## config.mk

```make
export PLATFORM = sky130hd
export DESIGN_NAME = lcd_window_fill_command_encoder_top
export DESIGN_NICKNAME = d
export VERILOG_FILES = /design/src/design/lwf_pkg.sv /design/src/design/lcd_window_fill_command_encoder_top.sv /design/src/design/lwf_front.sv /design/src/design/lwf_queue.sv /design/src/design/lwf_back.sv
export SDC_FILE = /design/constraint.sdc
export NUM_CORES = 1
export LEC_CHECK = 0
export BUFFER_PORTS_ARGS = -buffer_cell sky130_fd_sc_hd__buf_4
export CORE_ASPECT_RATIO = 2
export CORE_MARGIN = 1
export CORE_UTILIZATION = 30
export CTS_BUF_LIST = sky130_fd_sc_hd__clkbuf_4 sky130_fd_sc_hd__clkbuf_8
export DETAILED_ROUTE_END_ITERATION = 10
export PLACE_DENSITY_LB_ADDON = 0.25
export RECOVER_POWER = 50
export SLEW_MARGIN = 20
export SYNTH_ARGS = -nofsm -noshare
export SYNTH_HDL_FRONTEND = slang
export SYNTH_SLANG_ARGS = --single-unit
```

## constraint.sdc

```tcl
create_clock -name aclk -period 5.9 [get_ports aclk]
set_input_delay 0.59 -clock aclk [delete_from_list [all_inputs] [get_ports aclk]]
set_output_delay 0.59 -clock aclk [all_outputs]
set_load 0.02 [all_outputs]
```

## src/design/lwf_pkg.sv

```systemverilog
// Package for the window fill command encoder.
// Shared constants, step and queue entry types. No dependencies.
package lwf_pkg;

    localparam int DEF_SCREEN_WIDTH  = 240;
    localparam int DEF_SCREEN_HEIGHT = 320;

    localparam logic [1:0] MODE_PIXEL = 2'd0;
    localparam logic [1:0] MODE_RECT  = 2'd1;
    localparam logic [1:0] MODE_CLEAR = 2'd2;

    localparam logic [1:0] KIND_CMD  = 2'd0;
    localparam logic [1:0] KIND_DATA = 2'd1;
    localparam logic [1:0] KIND_RUN  = 2'd2;

    localparam logic [7:0] CMD_COLUMN_SET   = 8'h2A;
    localparam logic [7:0] CMD_ROW_SET      = 8'h2B;
    localparam logic [7:0] CMD_MEMORY_WRITE = 8'h2C;
    localparam logic [7:0] BYTE_MASK        = 8'hFF;

    localparam logic [16:0] RUN_COUNT_MAX = 17'h1FFFF;

    localparam int QUEUE_DEPTH = 2;

    typedef enum logic [3:0] {
        S_COL_CMD,
        S_COL_START_HI,
        S_COL_START_LO,
        S_COL_END_HI,
        S_COL_END_LO,
        S_ROW_CMD,
        S_ROW_START_HI,
        S_ROW_START_LO,
        S_ROW_END_HI,
        S_ROW_END_LO,
        S_MEM_CMD,
        S_RUN
    } step_t;

    typedef struct packed {
        logic [15:0] x0;
        logic [15:0] x1;
        logic [15:0] y0;
        logic [15:0] y1;
        logic [15:0] color;
        logic [16:0] count;
    } window_t;

endpackage

```

## src/design/lcd_window_fill_command_encoder_top.sv

```systemverilog
// Top level of the window fill command encoder.
// Instantiates lwf_front, lwf_queue and lwf_back; uses lwf_pkg.
//
// Input channel s_*: one draw request per transfer (pixel, rectangle, clear).
// Output channel m_*: the controller transfer sequence for each request:
//   column-set command, four column bytes, row-set command, four row bytes,
//   memory-write command, then one run transfer (color, pixel count) with
//   m_last high. Requests off screen, of zero size or of unused mode give
//   no transfers.
// The column-set command of a request passes the front stage register, the
//   queue and the output register on its way out.
// Throughput: one transfer per cycle on the output register while the queue
//   holds an entry and m_ready is high; dropped requests never reach the queue.
//   The front end clips the window and forms the pixel count in a registered
//   stage, and a two-entry queue lets it take new requests while the back end
//   is still sequencing.
// Reset (aresetn low, synchronous) empties the front stage, the queue and the
//   output register. When m_ready is low the output holds; the queue fills,
//   then s_ready drops.
module lcd_window_fill_command_encoder_top #(
    parameter int SCREEN_WIDTH  = lwf_pkg::DEF_SCREEN_WIDTH,
    parameter int SCREEN_HEIGHT = lwf_pkg::DEF_SCREEN_HEIGHT
) (
    input  logic        aclk,
    input  logic        aresetn,
    input  logic        s_valid,
    output logic        s_ready,
    input  logic [1:0]  s_mode,
    input  logic [15:0] s_x,
    input  logic [15:0] s_y,
    input  logic [15:0] s_width,
    input  logic [15:0] s_height,
    input  logic [15:0] s_color,
    output logic        m_valid,
    input  logic        m_ready,
    output logic [1:0]  m_kind,
    output logic [15:0] m_value,
    output logic [16:0] m_run_count,
    output logic        m_last
);
    import lwf_pkg::*;

    window_t push_data, pop_data;
    logic    push, push_ready, pop_valid, pop;

    lwf_front #(
        .SCREEN_WIDTH  (SCREEN_WIDTH),
        .SCREEN_HEIGHT (SCREEN_HEIGHT)
    ) u_front (
        .aclk     (aclk),
        .aresetn  (aresetn),
        .s_valid  (s_valid),
        .s_ready  (s_ready),
        .s_mode   (s_mode),
        .s_x      (s_x),
        .s_y      (s_y),
        .s_width  (s_width),
        .s_height (s_height),
        .s_color  (s_color),
        .q_push   (push),
        .q_ready  (push_ready),
        .q_data   (push_data)
    );

    lwf_queue u_queue (
        .aclk       (aclk),
        .aresetn    (aresetn),
        .push       (push),
        .push_ready (push_ready),
        .push_data  (push_data),
        .pop_valid  (pop_valid),
        .pop        (pop),
        .pop_data   (pop_data)
    );

    lwf_back u_back (
        .aclk        (aclk),
        .aresetn     (aresetn),
        .q_valid     (pop_valid),
        .q_pop       (pop),
        .q_data      (pop_data),
        .m_valid     (m_valid),
        .m_ready     (m_ready),
        .m_kind      (m_kind),
        .m_value     (m_value),
        .m_run_count (m_run_count),
        .m_last      (m_last)
    );

    a_last_is_run: assert property (@(posedge aclk) disable iff (!aresetn)
        m_valid && m_last |-> m_kind == KIND_RUN)
        else $error("last flag on a non-run transfer");

    a_byte_count_one: assert property (@(posedge aclk) disable iff (!aresetn)
        m_valid && m_kind != KIND_RUN |-> m_run_count == 17'd1 && m_value[15:8] == 8'd0)
        else $error("byte transfer with bad count or value");

    a_run_nonzero: assert property (@(posedge aclk) disable iff (!aresetn)
        m_valid && m_kind == KIND_RUN |-> m_run_count != 17'd0)
        else $error("empty run emitted");

    a_pop_only_valid: assert property (@(posedge aclk) disable iff (!aresetn)
        pop |-> pop_valid && !(push && !push_ready))
        else $error("queue pop without entry");

endmodule

```

## src/design/lwf_front.sv

```systemverilog
// Front end: accepts draw requests, drops empty, off-screen and unused-mode ones, clips the window,
// then forms end coordinates and pixel count for the queue. Uses lwf_pkg.
module lwf_front #(
    parameter int SCREEN_WIDTH  = lwf_pkg::DEF_SCREEN_WIDTH,
    parameter int SCREEN_HEIGHT = lwf_pkg::DEF_SCREEN_HEIGHT
) (
    input  logic              aclk,
    input  logic              aresetn,
    input  logic              s_valid,
    output logic              s_ready,
    input  logic [1:0]        s_mode,
    input  logic [15:0]       s_x,
    input  logic [15:0]       s_y,
    input  logic [15:0]       s_width,
    input  logic [15:0]       s_height,
    input  logic [15:0]       s_color,
    output logic              q_push,
    input  logic              q_ready,
    output lwf_pkg::window_t  q_data
);
    import lwf_pkg::*;

    localparam int WW = $clog2(SCREEN_WIDTH + 1);
    localparam int HW = $clog2(SCREEN_HEIGHT + 1);
    localparam int PW = WW + HW;
    localparam logic [15:0] SW16 = 16'(SCREEN_WIDTH);
    localparam logic [15:0] SH16 = 16'(SCREEN_HEIGHT);

    logic          a_valid_reg, a_valid_next;
    logic [15:0]   a_x_reg, a_y_reg, a_color_reg;
    logic [WW-1:0] a_w_reg, a_w_next;
    logic [HW-1:0] a_h_reg, a_h_next;
    logic [15:0]   a_x_next, a_y_next;

    logic          s_fire, keep;
    logic          on_screen;
    logic [16:0]   sum_x, sum_y;
    logic [15:0]   w_clip, h_clip;

    logic [PW-1:0]    product;
    logic [PW+16:0]   prod_ext;

    assign s_ready = !a_valid_reg || q_ready;
    assign s_fire  = s_valid && s_ready;

    assign on_screen = (s_x < SW16) && (s_y < SH16);
    assign sum_x  = {1'b0, s_x} + {1'b0, s_width};
    assign sum_y  = {1'b0, s_y} + {1'b0, s_height};
    assign w_clip = (sum_x > {1'b0, SW16}) ? (SW16 - s_x) : s_width;
    assign h_clip = (sum_y > {1'b0, SH16}) ? (SH16 - s_y) : s_height;

    always_comb begin
        keep     = 1'b0;
        a_x_next = s_x;
        a_y_next = s_y;
        a_w_next = WW'(1);
        a_h_next = HW'(1);
        case (s_mode)
            MODE_CLEAR: begin
                keep     = 1'b1;
                a_x_next = 16'd0;
                a_y_next = 16'd0;
                a_w_next = WW'(SCREEN_WIDTH);
                a_h_next = HW'(SCREEN_HEIGHT);
            end
            MODE_PIXEL: begin
                keep = on_screen;
            end
            MODE_RECT: begin
                keep     = on_screen && (s_width != 16'd0) && (s_height != 16'd0);
                a_w_next = w_clip[WW-1:0];
                a_h_next = h_clip[HW-1:0];
            end
            default: begin
                keep = 1'b0;
            end
        endcase
    end

    always_comb begin
        a_valid_next = a_valid_reg;
        if (s_fire) begin
            a_valid_next = keep;
        end else if (q_push) begin
            a_valid_next = 1'b0;
        end
    end

    always_ff @(posedge aclk) begin
        if (!aresetn) begin
            a_valid_reg <= 1'b0;
        end else begin
            a_valid_reg <= a_valid_next;
        end
    end

    always_ff @(posedge aclk) begin
        if (s_fire) begin
            a_x_reg     <= a_x_next;
            a_y_reg     <= a_y_next;
            a_w_reg     <= a_w_next;
            a_h_reg     <= a_h_next;
            a_color_reg <= s_color;
        end
    end

    assign q_push   = a_valid_reg && q_ready;
    assign product  = PW'(a_w_reg) * PW'(a_h_reg);
    assign prod_ext = {17'd0, product};

    always_comb begin
        q_data.x0    = a_x_reg;
        q_data.y0    = a_y_reg;
        q_data.x1    = a_x_reg + 16'(a_w_reg) - 16'd1;
        q_data.y1    = a_y_reg + 16'(a_h_reg) - 16'd1;
        q_data.color = a_color_reg;
        q_data.count = (prod_ext > (PW+17)'(RUN_COUNT_MAX)) ? RUN_COUNT_MAX
                                                            : prod_ext[16:0];
    end

endmodule

```

## src/design/lwf_queue.sv

```systemverilog
// Short register queue between front and back end.
// Holds window_t entries from lwf_pkg.
module lwf_queue (
    input  logic              aclk,
    input  logic              aresetn,
    input  logic              push,
    output logic              push_ready,
    input  lwf_pkg::window_t  push_data,
    output logic              pop_valid,
    input  logic              pop,
    output lwf_pkg::window_t  pop_data
);
    import lwf_pkg::*;

    localparam int AW = (QUEUE_DEPTH > 1) ? $clog2(QUEUE_DEPTH) : 1;
    localparam int CW = $clog2(QUEUE_DEPTH + 1);

    window_t         mem_reg [QUEUE_DEPTH];
    logic [AW-1:0]   wr_ptr_reg, wr_ptr_next;
    logic [AW-1:0]   rd_ptr_reg, rd_ptr_next;
    logic [CW-1:0]   count_reg, count_next;

    assign push_ready = (count_reg != CW'(QUEUE_DEPTH));
    assign pop_valid  = (count_reg != '0);
    assign pop_data   = mem_reg[rd_ptr_reg];

    always_comb begin
        wr_ptr_next = wr_ptr_reg;
        rd_ptr_next = rd_ptr_reg;
        count_next  = count_reg;
        if (push) begin
            wr_ptr_next = (wr_ptr_reg == AW'(QUEUE_DEPTH - 1)) ? '0 : wr_ptr_reg + 1'b1;
        end
        if (pop) begin
            rd_ptr_next = (rd_ptr_reg == AW'(QUEUE_DEPTH - 1)) ? '0 : rd_ptr_reg + 1'b1;
        end
        if (push && !pop) begin
            count_next = count_reg + 1'b1;
        end else if (pop && !push) begin
            count_next = count_reg - 1'b1;
        end
    end

    always_ff @(posedge aclk) begin
        if (!aresetn) begin
            wr_ptr_reg <= '0;
            rd_ptr_reg <= '0;
            count_reg  <= '0;
        end else begin
            wr_ptr_reg <= wr_ptr_next;
            rd_ptr_reg <= rd_ptr_next;
            count_reg  <= count_next;
        end
    end

    always_ff @(posedge aclk) begin
        if (push) begin
            mem_reg[wr_ptr_reg] <= push_data;
        end
    end

endmodule

```

## src/design/lwf_back.sv

```systemverilog
// Back end: walks the twelve-step transfer sequence for the queue head
// into a registered output stage. Uses lwf_pkg.
module lwf_back (
    input  logic              aclk,
    input  logic              aresetn,
    input  logic              q_valid,
    output logic              q_pop,
    input  lwf_pkg::window_t  q_data,
    output logic              m_valid,
    input  logic              m_ready,
    output logic [1:0]        m_kind,
    output logic [15:0]       m_value,
    output logic [16:0]       m_run_count,
    output logic              m_last
);
    import lwf_pkg::*;

    step_t       step_reg, step_next;
    logic        m_valid_reg, m_valid_next;
    logic [1:0]  kind_reg, kind_next;
    logic [15:0] value_reg, value_next;
    logic [16:0] count_reg, count_next;
    logic        last_reg, last_next;
    logic        load;

    assign load  = q_valid && (!m_valid_reg || m_ready);
    assign q_pop = load && (step_reg == S_RUN);

    always_comb begin
        step_next = step_reg;
        if (load) begin
            case (step_reg)
                S_COL_CMD:      step_next = S_COL_START_HI;
                S_COL_START_HI: step_next = S_COL_START_LO;
                S_COL_START_LO: step_next = S_COL_END_HI;
                S_COL_END_HI:   step_next = S_COL_END_LO;
                S_COL_END_LO:   step_next = S_ROW_CMD;
                S_ROW_CMD:      step_next = S_ROW_START_HI;
                S_ROW_START_HI: step_next = S_ROW_START_LO;
                S_ROW_START_LO: step_next = S_ROW_END_HI;
                S_ROW_END_HI:   step_next = S_ROW_END_LO;
                S_ROW_END_LO:   step_next = S_MEM_CMD;
                S_MEM_CMD:      step_next = S_RUN;
                default:        step_next = S_COL_CMD;
            endcase
        end
    end

    always_comb begin
        kind_next  = KIND_DATA;
        value_next = 16'd0;
        count_next = 17'd1;
        last_next  = 1'b0;
        case (step_reg)
            S_COL_CMD: begin
                kind_next  = KIND_CMD;
                value_next = {8'd0, CMD_COLUMN_SET};
            end
            S_COL_START_HI: value_next = {8'd0, q_data.x0[15:8] & BYTE_MASK};
            S_COL_START_LO: value_next = {8'd0, q_data.x0[7:0] & BYTE_MASK};
            S_COL_END_HI:   value_next = {8'd0, q_data.x1[15:8] & BYTE_MASK};
            S_COL_END_LO:   value_next = {8'd0, q_data.x1[7:0] & BYTE_MASK};
            S_ROW_CMD: begin
                kind_next  = KIND_CMD;
                value_next = {8'd0, CMD_ROW_SET};
            end
            S_ROW_START_HI: value_next = {8'd0, q_data.y0[15:8] & BYTE_MASK};
            S_ROW_START_LO: value_next = {8'd0, q_data.y0[7:0] & BYTE_MASK};
            S_ROW_END_HI:   value_next = {8'd0, q_data.y1[15:8] & BYTE_MASK};
            S_ROW_END_LO:   value_next = {8'd0, q_data.y1[7:0] & BYTE_MASK};
            S_MEM_CMD: begin
                kind_next  = KIND_CMD;
                value_next = {8'd0, CMD_MEMORY_WRITE};
            end
            S_RUN: begin
                kind_next  = KIND_RUN;
                value_next = q_data.color;
                count_next = q_data.count;
                last_next  = 1'b1;
            end
            default: begin
                kind_next = KIND_CMD;
            end
        endcase
    end

    always_comb begin
        m_valid_next = m_valid_reg;
        if (load) begin
            m_valid_next = 1'b1;
        end else if (m_ready) begin
            m_valid_next = 1'b0;
        end
    end

    always_ff @(posedge aclk) begin
        if (!aresetn) begin
            step_reg    <= S_COL_CMD;
            m_valid_reg <= 1'b0;
        end else begin
            step_reg    <= step_next;
            m_valid_reg <= m_valid_next;
        end
    end

    always_ff @(posedge aclk) begin
        if (load) begin
            kind_reg  <= kind_next;
            value_reg <= value_next;
            count_reg <= count_next;
            last_reg  <= last_next;
        end
    end

    assign m_valid     = m_valid_reg;
    assign m_kind      = kind_reg;
    assign m_value     = value_reg;
    assign m_run_count = count_reg;
    assign m_last      = last_reg;

endmodule
```

Yosys cells after proc, flatten, opt, wreduce, memory -nomap -nowiden

Memory sizes are Yosys's and may differ from the RTL's. A register that Yosys moved wholly into a read port is not among the register bits.
Index checks and enable logic that the tools add are counted.

Memories: 2
RAM bits: 194
Memory bits (read-only): 64
Register bits: 107

Add/sub/neg operators: 12
Equality and inequality tests: 14
Reduce and logical (&&, ||, !) cells: 25
Multipliers: 1
Multiplexer cells: 21
$lt $le $gt $ge: 5

Memories:

| memory           | depth | bits a word | read ports | clocked after Yosys merged registers in | wr ports | RTL line        | source |
|---|---|---|---|---|---|---|---|
| u_queue.mem_reg  | 2     | 97          | 1          | 1                                       | 1        | lwf_queue.sv:18 | `window_t mem_reg [QUEUE_DEPTH];` |
| (name not given) | 16    | 4           | 1          | 1                                       | 0        | lwf_back.sv:32  | `case (step_reg)` |

Operators with widths:

| operator              | count |
|---|---|
| $pmux 16 s12          | 1 |
| $add 16x16->17        | 2 |
| $reduce_bool 16->1    | 2 |
| $sub 16x1->16 const B | 2 |
| $pmux 9 s2            | 1 |
| $gt 17x17->1 const B  | 1 |
| $gt 17x8->1 const B   | 1 |
| $gt 17x9->1 const B   | 1 |
| $mul 8x9->17          | 1 |
| $mux 17               | 1 |
| $add 16x8->16         | 1 |
| $add 16x9->16         | 1 |
| $eq 4x3->1 const B    | 4 |
| $eq 4x4->1 const B    | 4 |
| $lt 16x8->1 const B   | 1 |
| $lt 16x9->1 const B   | 1 |
| $pmux 8 s2            | 1 |
| $mux 1                | 11 |
| $logic_and 1x1->1     | 9 |
| $mux 9                | 1 |
| $sub 9x9->9 const A   | 1 |
| $eq 4x2->1 const B    | 2 |
| $mux 8                | 1 |
| $reduce_bool 2->1     | 4 |
| 16 further kinds      | 23 |

Logic depth before layout (Yosys ltp)

Gate-level depths: netlist (run 1).

Depth in word-level cells: 7
Gate-level depth with buffers: 19

Hierarchy

A second synthesis (run 1) with hierarchy kept.

Cells, all modules: 1527
Area, all modules: 18306.3 µm²

Modules (own cells, without submodules):

| module    | cells an instance | instances | area each (µm²) |
|---|---|---|---|
| lwf_front | 1001              | 1         | 8699.6 |
| lwf_queue | 324               | 1         | 7335.8 |
| lwf_back  | 202               | 1         | 2270.9 |

Least setup slack after synthesis (run 1)

No wires, ideal clock.

Kind: register -> register
Start: register u_queue.count_reg[0]
End: memory u_queue.mem_reg[0][0] (netlist name) (enable)
Slack: 675 ps
Setup time: 555 ps
Stages on the path, launching flop included: 4
Arrival: 4671 ps
Cells stage by stage: dfxtp_1 > nand2b_1 > nand2_1 > nor2_1

Word-level cells in the longest chain between the ends: 4

RTL lines:

| element                      | RTL line         | source |
|---|---|---|
| from (decl)                  | lwf_queue.sv:21  | `logic [CW-1:0] count_reg, count_next;` |
| from (signal assigned)       | lwf_queue.sv:52  | `count_reg <= count_next;` |
| $ne 2x2->1                   | lwf_queue.sv:23  | `assign push_ready = (count_reg != CW'(QUEUE_DEPTH));` |
| $logic_and 1x1->1            | lwf_front.sv:107 | `assign q_push = a_valid_reg && q_ready;` |
| $mux 1                       | lwf_queue.sv:57  | `if (push) begin` |
| $mux 1 (implied by the code) | lwf_queue.sv:58  | `mem_reg[wr_ptr_reg] <= push_data;` |
| to (decl)                    | lwf_queue.sv:18  |  |

Every way passes these cells.

==> results of run 1 <==
Yosys cell counts, types with 19 or more instances:
cell | instances | area [sq um]
nand2_1 | 61 | 229.0
xnor2_1 | 39 | 341.6
nor2_1 | 144 | 540.5
nand4_1 | 19 | 118.9
fa_1 | 46 | 920.9
edfxtp_1 | 295 | 8859
mux2i_1 | 90 | 900.9
clkbuf_1 | 28 | 105.1
nor2b_1 | 46 | 287.8
o21ai_0 | 37 | 185.2
nor4_1 | 23 | 143.9
ha_1 | 125 | 1564
inv_1 | 157 | 589.3
o22ai_1 | 28 | 175.2
a21oi_1 | 48 | 240.2
xor2_1 | 19 | 166.4
nor3_1 | 20 | 100.1
nand3_1 | 30 | 150.1
power by group:
part           internal [mW]  switching [mW]
Combinational          0.595           0.897
Clock                   1.10           0.822
Sequential              2.59          0.0407
logic make-up (layout without fill, tap and decap cells):
group                      Yosys count  in the layout  synth area share
AOI/OAI and AO/OA                  255            255            0.1012
muxes                               95             95           0.05495
and+or+nand+nor                    407            407            0.1134
xor gates and xnor gates            58             58           0.02886
buffers and inverters              208            384           0.04471
DFF                                306            306            0.5158
other                                0              1                 0
adders and majority gates          171            171            0.1412
worst paths after layout:
path | startpoint | endpoint | slack, ns | cells past startpoint
hold reg to reg | u_front.a_color_reg[6] | u_queue.mem_reg[1][23] | 0.45 | 0
setup reg to reg | u_front.a_w_reg[3] | u_queue.mem_reg[0][16] | 1.04 | 19
hold / removal | s_color[2] | u_front.a_color_reg[2] | 0.21 | 1
setup / recovery | u_front.a_w_reg[3] | u_queue.mem_reg[0][16] | 1.04 | 19
per-layer routing:
metal | share of wire | wire, microns
met1 | 0.36 | 17020
met2 | 0.56 | 26270
met3 | 0.030 | 1413
met4 | 0.049 | 2283
met5 | 0 | 0
cells in the final DEF (no fill, tap or decap), types with 23 or more instances in the layout:
cell type | Yosys | final
a21oi_1 | 48 | 48
clkinv_1 | 15 | 25
nor4_1 | 23 | 23
fa_1 | 46 | 46
nor2b_1 | 46 | 46
nor2_1 | 144 | 143
clkbuf_4 | 0 | 24
nand2_1 | 61 | 61
edfxtp_1 | 295 | 295
ha_1 | 125 | 125
mux2i_1 | 90 | 90
o22ai_1 | 28 | 28
clkbuf_8 | 0 | 46
nand3_1 | 30 | 30
inv_1 | 157 | 157
xnor2_1 | 39 | 39
clkbuf_1 | 28 | 44
o21ai_0 | 37 | 37
buf_4 | 1 | 71
layout make-up:
class,count,area share
antenna,1,0.0001235
sequential,306,0.4481
timing repair buffer,131,0.04099
clock inverter,26,0.01513
tap,762,0.04704
clock buffer,55,0.03457
multi-input combinational,986,0.3821
inverter,172,0.03186
==> reports/metrics.yaml, run 1 <==
layout:
  post-route-cell-area_sq_um: 20270
  multi_input_comb_area_sq_um: 7745
  fill_cells: 5824
  fin_nets: 1898
  utilization: 0.3493
  syn_to_final_growth_pct: 15.14
  final_cell_count_no_fill: 2439
  regArea_sq_um: 9082
  largest_reg_flops: 194
  drive_gt1_frac: 0.1092
synth:
  netlist_area_sq_um: 17600
  avgSynthCellArea_sq_um: 11.73
  synthCells: 1500
  async_flop_share: 0
  ys_ff_latch: 306
  synthDistinctLibCells: 75
  ys_seq_area_frac: 0.5158
  syn-num-nets: 1757
  synth_flop_cell: "edfxtp_1"
  synth_edf_count: 295
  yosysWarningCount: 0
pwr:
  power_density_nw_per_um2: 298.4
  power_leakage_nw: 7.580
  ir_worst_vdd_mv: 0.1491
  total_power_mw: 6.047
placed_design:
  port_buffers: 123
  dp.final_hpwl_microns: 36400
  gp_congestion: 0.8489
  post-place-ws_ns: 1.051
  place_area_sq_um: 19440
  place_inst: 2357
route:
  vias: 12020
  dr.pass1.iters: 5
  wl_per_cell_microns: 19.27
  drt-initial-drc-count: 440
  via_per_inst: 4.929
  routed_wl_microns: 46990
  ant_nets: 0
  route.detailed.drc: 0
floorplan:
  placementRows: 125
  core_sq_um: 58020
  die_w_microns: 173.3
  initial_core_util: 0.3034
  die_h_microns: 344.6
  ioPinCount: 124
  die-area_sq_um: 59700
clock_tree:
  cts.path.max_buffers: 3
  clk_pin_slew_ns: 0.06
  htree_levels: 2
  cts_setup_buffers: 0
  cts_buffers: 44
  cts_root_buf: "clkbuf_8"
  holdBufCountCts: 0
  cts_sinks: 306
  cts_tree: "built"
  cts.repair.resized: 0
  clk_latency_ns: 0.58
setup_path:
  cp_slowest_cell: "fa_1"
  worst_ep_arrival_time_ns: 5.23
  path_cells: "clkinv_1, nor2_1, ha_1, inv_1, fa_1, inv_1, ha_1, inv_1, fa_1, inv_1, ha_1, a21o_1, a21oi_1, nor2b_1, o21a_1, o311a_1, o31ai_1, nor2_1, a211oi_1"
  critPathTopFamily: "adder cells"
  path_max_fanout: 9
  end_kind: "flop"
  timing.critical_path.mode_cell: "inv_1"
  path_buf_inv: 5
  worstSetupPathType: "flop to flop"
  start_kind: "flop"
  critPathRequiredTime_ns: 6.28
  slowest_delay_ns: 0.54
timing:
  whs_ns: 0.2091
  slew_viol_final: 220
  skew_ns: 0.02073
  post-route-min-period_ns: 4.857
  worst_slack_ns: 1.043
  slew-limit-headroom: -1.497
  rsz0062_at_grt: "no"
  final_hold_viol_count: 0
  setup_viol: 0
  max_freq_mhz: 205.9
  fin_tns_setup_ns: 0
  post-route-period-util: 0.8233
  worstMarginPinSlew_ns: 3.746
global_routing:
  antenna_found_initial: 1
  grt_max_degree: 80
  grt_usage: 0.1581
  gr-max-usage-layer: "met2"
  grt_util_met2: 0.3220
  globalRouteOverflowTotal: 0
  grt_pass1_wl_microns: 71700
  use_met1: 0.1540
  use_met3: 0.01499
  grt_pass1_vias: 12620
status:
  status: "complete, but fails checks"
  violations: "capacitance limit, slew limit"
min_path:
  hp-class: "input pin to flop"
flow_run:
  maxCapViolCount: 5
No activity file was read; power rests on OpenSTA's default activity.
==> run 2, diff against run 1 <==
clock period = 4.38 ns   (was 5.9 ns; I/O delays follow)
==> run 2 against run 1 <==
The flow still finishes with violations (capacitance limit, slew limit). Global-route usage grew 0.15 points. Sequential share of layout area shrank 1.6 points. Sequential cell count is the same. Clock skew grew 0.019 ns. Critical path depth shrank 4. Die area is the same. Cell count grew 3.0%. Critical path type unchanged. Via count grew 1.7%. Largest cell class unchanged. First-iteration DRC count grew 20%.
==> reports/metrics.yaml, run 2 (synthesis gave the netlist of run 1 again) <==
floorplan:
  die-area_sq_um: 59700  # unchanged
  core_sq_um: 58020  # unchanged
  die_h_microns: 344.6  # unchanged
  die_w_microns: 173.3  # unchanged
  placementRows: 125  # unchanged
  ioPinCount: 124  # unchanged
  initial_core_util: 0.3034  # unchanged
route:
  route.detailed.drc: 0  # unchanged
  ant_nets: 0  # unchanged
  vias: 12230  # +1.7%
  dr.pass1.iters: 5  # unchanged
  via_per_inst: 4.872  # -1.2%
  wl_per_cell_microns: 19.10  # -0.84%
  routed_wl_microns: 47970  # +2.1%
  drt-initial-drc-count: 527  # +20%
pwr:
  total_power_mw: 8.372  # +38%
  pwr-share-seq: 0.424  # -0.012
  power.internal_mw: 5.867  # +37%
  power_leakage_nw: 7.904  # +4.3%
  ir_worst_vdd_mv: 0.2360  # +58%
  p_sw_mw: 2.504  # +42%
  power_density_nw_per_um2: 398.2  # +33%
  clockPowerShare: 0.294  # -0.024
  pwr-share-comb: 0.282  # +0.035
  netSwitchingFraction: 0.2991  # +0.008225
placed_design:
  post-place-ws_ns: -0.08764  # -1.138 ns
  port_buffers: 123  # unchanged
  place_area_sq_um: 19860  # +2.2%
  gp_congestion: 0.8877  # +4.6%
  dp.final_hpwl_microns: 37200  # +2.2%
  place_inst: 2411  # +2.3%
clock_tree:
  clk_pin_slew_ns: 0.07  # about the same
  cts_sinks: 306  # unchanged
  htree_levels: 2  # unchanged
  cts_root_buf: "clkbuf_8"
  cts_buffers: 44  # unchanged
  cts.path.max_buffers: 3  # unchanged
  clk_latency_ns: 0.61  # +0.03 ns
  cts_tree: "built"
min_path:
  hp-class: "input pin to flop"
timing:
  whs_ns: 0.1191  # -0.09004 ns
  final_hold_viol_count: 0  # unchanged
  slew-limit-headroom: -0.8370  # +0.6601
  setup_viol: 0  # unchanged
  rsz0062_at_grt: "yes"
  post-route-period-util: 0.9712  # +0.1480
  worstMarginPinSlew_ns: 2.755  # -0.9902 ns
  worst_slack_ns: 0.1260  # -0.9167 ns
  max_freq_mhz: 235.1  # +14%
  slew_viol_final: 194  # -12%
  post-route-min-period_ns: 4.254  # -0.6033 ns
  skew_ns: 0.03929  # +0.01856 ns
  fin_tns_setup_ns: 0  # unchanged
setup_path:
  start_kind: "flop"
  path_max_fanout: 4  # -5
  critPathRequiredTime_ns: 4.71  # -1.57 ns
  end_kind: "flop"
  worstSetupPathType: "flop to flop"
  worst_ep_arrival_time_ns: 4.58  # -0.65 ns
layout:
  syn_to_final_growth_pct: 19.43
  largest_reg_flops: 194  # unchanged
  fill_cells: 5724  # -1.7%
  final_cell_count_no_fill: 2511  # +3.0%
  drive_gt1_frac: 0.1670  # +0.05786
  post-route-cell-area_sq_um: 21020  # +3.7%
  layout_commonest_cell: "edfxtp_1"
  utilization: 0.3623  # +0.01300
  final_cell_mix: "edfxtp_1 (295), inv_1 (150), nor2_1 (130), buf_4 (121), ha_1 (120)"
  fin_nets: 1973  # +4.0%
global_routing:
  grt_usage: 0.1596  # +0.001536
  globalRouteOverflowTotal: 0  # unchanged
  grt_pass1_vias: 12870  # +2.0%
  grt_util_met2: 0.3188  # -0.003179
  use_met1: 0.1550  # +0.0009472
  grt_max_degree: 99  # +24%
  use_met3: 0.01587  # +0.0008818
  antenna_found_initial: 1  # unchanged
  grt_pass1_wl_microns: 72110  # +0.57%
  gr-max-usage-layer: "met2"
status:
  violations: "capacitance limit, slew limit"
  status: "complete, but fails checks"
flow_run:
  maxCapViolCount: 3  # -2
## run 2: cell types whose count changed in the layout (fill, tap and decap cells not counted), moves of 7 or more
cell | previous run | this run
fa_1 | 46 | 38
buf_4 | 71 | 121
dlygate4sd3_1 | 0 | 16
nor2_1 | 143 | 130
clkinv_1 | 25 | 14
fa_2 | 0 | 8
buf_6 | 0 | 8
inv_1 | 157 | 150
inv_2 | 0 | 10
nor2_2 | 0 | 12
## run 2: path summary, 6_finish.rpt
check	start	end	slack (ns)	depth (start not counted)
worst max-delay path	u_front.a_h_reg[3]	u_queue.mem_reg[0][14]	0.13	15
worst min-delay path	s_valid	u_front.a_valid_reg	0.12	3
worst max register to register	u_front.a_h_reg[3]	u_queue.mem_reg[0][14]	0.13	15
worst min register to register	u_front.a_color_reg[9]	u_queue.mem_reg[1][26]	0.45	0
## run 2: layer usage
| layer | wire length (microns) | up-vias |
|---|---|---|
| met5 | 0 | - |
| met4 | 2864 | 0 |
| met3 | 1375 | 104 |
| met2 | 26540 | 294 |
| met1 | 17190 | 5913 |
| li1 | - | 5922 |
## run 2: power groups by stage
stage / combinational [mW] / sequential [mW] / clock (mW)
2_1_floorplan: 1.44 / 3.61 / 0
3_3_place_gp: 2.19 / 3.61 / 0
3_5_place_dp: 2.23 / 3.61 / 0
4_1_cts: 2.27 / 3.55 / 2.56
5_1_grt: 2.64 / 3.56 / 2.65
6_report: 2.36 / 3.55 / 2.46
## run 2: final cells by class
class | count | area [sq um] | share of cell area
sequential | 306 | 9082 | 0.4321
multi-input combinational | 986 | 7914 | 0.3765
timing repair buffer | 206 | 1465 | 0.06970
tap | 762 | 953.4 | 0.04535
clock buffer | 52 | 671.9 | 0.03196
inverter | 172 | 664.4 | 0.03161
clock inverter | 26 | 267.8 | 0.01274
antenna | 1 | 2.502 | 0.0001190
## run 2: worst max-delay path, stage by stage, from the launching register on
cell and delay (ns):
edfxtp_1 0.40, buf_4 0.16, inv_4 0.06, nor2_2 0.04, fa_2 0.57, fa_1 0.45, fa_1 0.54, inv_1 0.05
fa_1 0.53, inv_1 0.04, ha_1 0.30, or2_2 0.30, o311a_4 0.16, o31ai_4 0.18, buf_4 0.15, xnor2_1 0.07
## run 2: repair_timing
item / 4_1_cts / 5_1_grt
setup buffers: 0 / 5
pin swaps: 6 / 39
hold buffers: 16 / 0
resized for setup: 11 / 54
hold endpoints to repair: 16 / 0
setup endpoints to repair: 8 / 14
==> run 3, diff against run 2 <==
ABC_AREA = 1   (was default)
==> run 3 against run 2 <==
The flow still finishes with violations (capacitance limit, slew limit). Combinational power down 25%. Register-to-register slack better by 0.05 ns. Clock power decreased by 8.1%. Largest power group unchanged. Highest routed layer unchanged.
==> reports/metrics.yaml, run 3 <==
status:
  status: "complete, but fails checks"
  violations: "capacitance limit, slew limit"
setup_path:
  critPathRequiredTime_ns: 4.70  # about the same
  end_kind: "flop"
  worstSetupPathType: "flop to flop"
  path_max_fanout: 6  # +2
  start_kind: "flop"
  worst_ep_arrival_time_ns: 4.53  # -0.05 ns
layout:
  layout_commonest_cell: "nand2_1"
  post-route-cell-area_sq_um: 21290  # +1.3%
  largest_reg_flops: 194  # unchanged
  fill_cells: 6139  # +7.3%
  final_cell_mix: "nand2_1 (520), inv_1 (366), edfxtp_1 (295), a21oi_1 (141), nor2_1 (129)"
  drive_gt1_frac: 0.1135  # -0.05350
  utilization: 0.3554  # -0.006932
  fin_nets: 2415  # +22%
  syn_to_final_growth_pct: 16.97
timing:
  whs_ns: 0.1256  # +0.006504 ns
  skew_ns: 0.02433  # -0.01495 ns
  post-route-min-period_ns: 4.207  # -0.04685 ns
  slew-limit-headroom: -0.7406  # +0.09633
  setup_viol: 0  # unchanged
  final_hold_viol_count: 0  # unchanged
  worstMarginPinSlew_ns: 2.601  # -0.1541 ns
  slew_viol_final: 123  # -37%
  worst_slack_ns: 0.1729  # +0.04685 ns
  post-route-period-util: 0.9605  # -0.01070
  max_freq_mhz: 237.7  # +1.1%
  fin_tns_setup_ns: 0  # unchanged
global_routing:
  grt_usage: 0.1613  # +0.001721
  grt_max_degree: 63  # -36%
  grt_pass1_wl_microns: 75630  # +4.9%
  grt_pass1_vias: 14110  # +9.6%
  antenna_found_initial: 2  # +1
  globalRouteOverflowTotal: 0  # unchanged
route:
  route.detailed.drc: 0  # unchanged
  routed_wl_microns: 49470  # +3.1%
  vias: 13630  # +11%
  via_per_inst: 4.592  # -5.7%
  drt-initial-drc-count: 623  # +18%
  wl_per_cell_microns: 16.66  # -13%
  ant_nets: 0  # unchanged
  dr.pass1.iters: 5  # unchanged
pwr:
  ir_worst_vdd_mv: 0.2118  # -10%
  power_leakage_nw: 9.725  # +23%
  power_density_nw_per_um2: 355.6  # -11%
clock_tree:
  clk_pin_slew_ns: 0.07  # about the same
  cts_buffers: 44  # unchanged
  cts_tree: "built"
  cts.path.max_buffers: 3  # unchanged
  clk_latency_ns: 0.60  # about the same
  cts_sinks: 306  # unchanged
  cts_root_buf: "clkbuf_8"
  htree_levels: 2  # unchanged
synth:
  synthDistinctLibCells: 44  # -41%
  yosysWarningCount: 0  # unchanged
  netlist_area_sq_um: 18200  # +3.4%
  ys_top_cells_by_area: "edfxtp_1 (49%), nand2_1 (11%), ha_1 (8.6%)"
  avgSynthCellArea_sq_um: 9.215  # -21%
  synth_top_area_frac: 0.4868  # -0.01650
  syn-num-nets: 2232  # +27%
  ys_ff_latch: 306  # unchanged
  synth.largest_area_cell: "edfxtp_1"
  ys_seq_area_frac: 0.4989  # -0.01691
  synthTopCellsByCount: "nand2_1 (523), inv_1 (367), edfxtp_1 (295)"
  yosysMostFrequentCell: "nand2_1"
  async_flop_share: 0  # unchanged
  synth_flop_cell: "edfxtp_1"
  synthCells: 1975  # +32%
  synth_edf_count: 295  # unchanged
floorplan:
  core_sq_um: 59910  # +3.2%
  die_w_microns: 176.2  # +1.7%
  die-area_sq_um: 61710  # +3.4%
  ioPinCount: 124  # unchanged
  placementRows: 127  # +1.6%
  initial_core_util: 0.3038  # +0.0004335
  die_h_microns: 350.3  # +1.7%
placed_design:
  port_buffers: 123  # unchanged
  post-place-ws_ns: -0.08096  # +0.006683 ns
  dp.final_hpwl_microns: 38690  # +4.0%
  place_area_sq_um: 20240  # +1.9%
  gp_congestion: 0.8812  # -0.73%
flow_run:
  maxCapViolCount: 4  # +1
min_path:
  hp-class: "input pin to flop"
==> run 3: cell count changes in the layout (fill, tap and decap cells not counted), sizes merged, moves of 27 or more <==
cell   before  now
nor2b      46    0
a21oi      48  150
xnor2      39   12
nand2      61  530
mux2i      91    0
nand3      30   71
inv       168  373
==> run 3: kinds of logic after synthesis <==
| family | count (synthesis) | share of synthesized area |
|---|---|---|
| AND/OR/NAND/NOR | 793 | 0.1784 |
| buffers and inverters | 422 | 0.08780 |
| flip-flops | 306 | 0.4989 |
| AO/OA/AOI/OAI | 225 | 0.06979 |
| adder cells (fa/ha/maj) | 171 | 0.1365 |
| XOR/XNOR | 53 | 0.02551 |
| multiplexers | 5 | 0.003094 |
==> run 3: area by class of cell <==
| type | count | area (sq um) | share of cell area |
|---|---|---|---|
| antenna | 2 | 5.005 | 0.0002351 |
| clock buffer | 57 | 703.2 | 0.03303 |
| clock inverter | 24 | 162.7 | 0.007641 |
| inverter | 372 | 1396 | 0.06559 |
| multi-input combinational | 1247 | 7659 | 0.3598 |
| sequential | 306 | 9082 | 0.4266 |
| tap | 774 | 968.4 | 0.04549 |
| timing repair buffer | 187 | 1311 | 0.06160 |
==> run 3: worst paths after layout <==
path	depth (start not counted)	slack, ns	to	start
setup / recovery	15	0.17	u_queue.mem_reg[0][16]	u_front.a_w_reg[5]
hold reg to reg	0	0.44	u_queue.mem_reg[0][26]	u_front.a_color_reg[9]
hold / removal	3	0.13	u_back.step_reg[0]	aresetn
setup reg to reg	15	0.17	u_queue.mem_reg[0][16]	u_front.a_w_reg[5]
==> run 3: metrics by stage <==
stage	power, mW	std cells
2_1_floorplan	4.680	1975
3_5_place_dp	5.283	2861
6_report	7.570	2969
3_3_place_gp	5.247	2861
4_1_cts	7.600	2961
5_1_grt	7.999	2969
==> run 3: repair_timing <==
action	CTS	global route
hold endpoints to repair	16	0
setup buffers	3	6
endpoints found under the setup margin	6	12
gates cloned	0	0
hold buffers	16	0
gates resized for setup	0	29
pin swaps	0	13
==> run 3: report_power, final <==
part	internal [mW]	leakage, nW	switching [mW]	total, mW
clock	1.13	0.442	1.13	2.26
sequential	3.46	2.84	0.0692	3.53
combinational	0.687	6.44	1.10	1.78
total	5.27	9.72	2.30	7.57
==> run 3: critical path: stages, from the launching register on <==
cell       delay [ns]
edfxtp_1         0.50
nand2_1          0.11
inv_1            0.06
fa_1             0.52
fa_1             0.53
fa_1             0.56
inv_1            0.06
fa_1             0.53
inv_1            0.06
ha_4             0.25
buf_4            0.14
nand2_1          0.14
o21ai_2          0.09
nand2_1          0.07
o2111ai_1        0.13
xor2_1           0.20
==> run 3: layer usage <==
layer,vias up,global-route usage,wire length (microns)
li1,6794,-,-
met1,6446,0.1582,18380
met2,299,0.3199,27120
met3,94,0.01680,1558
met4,0,0.09175,2410
met5,-,0,0
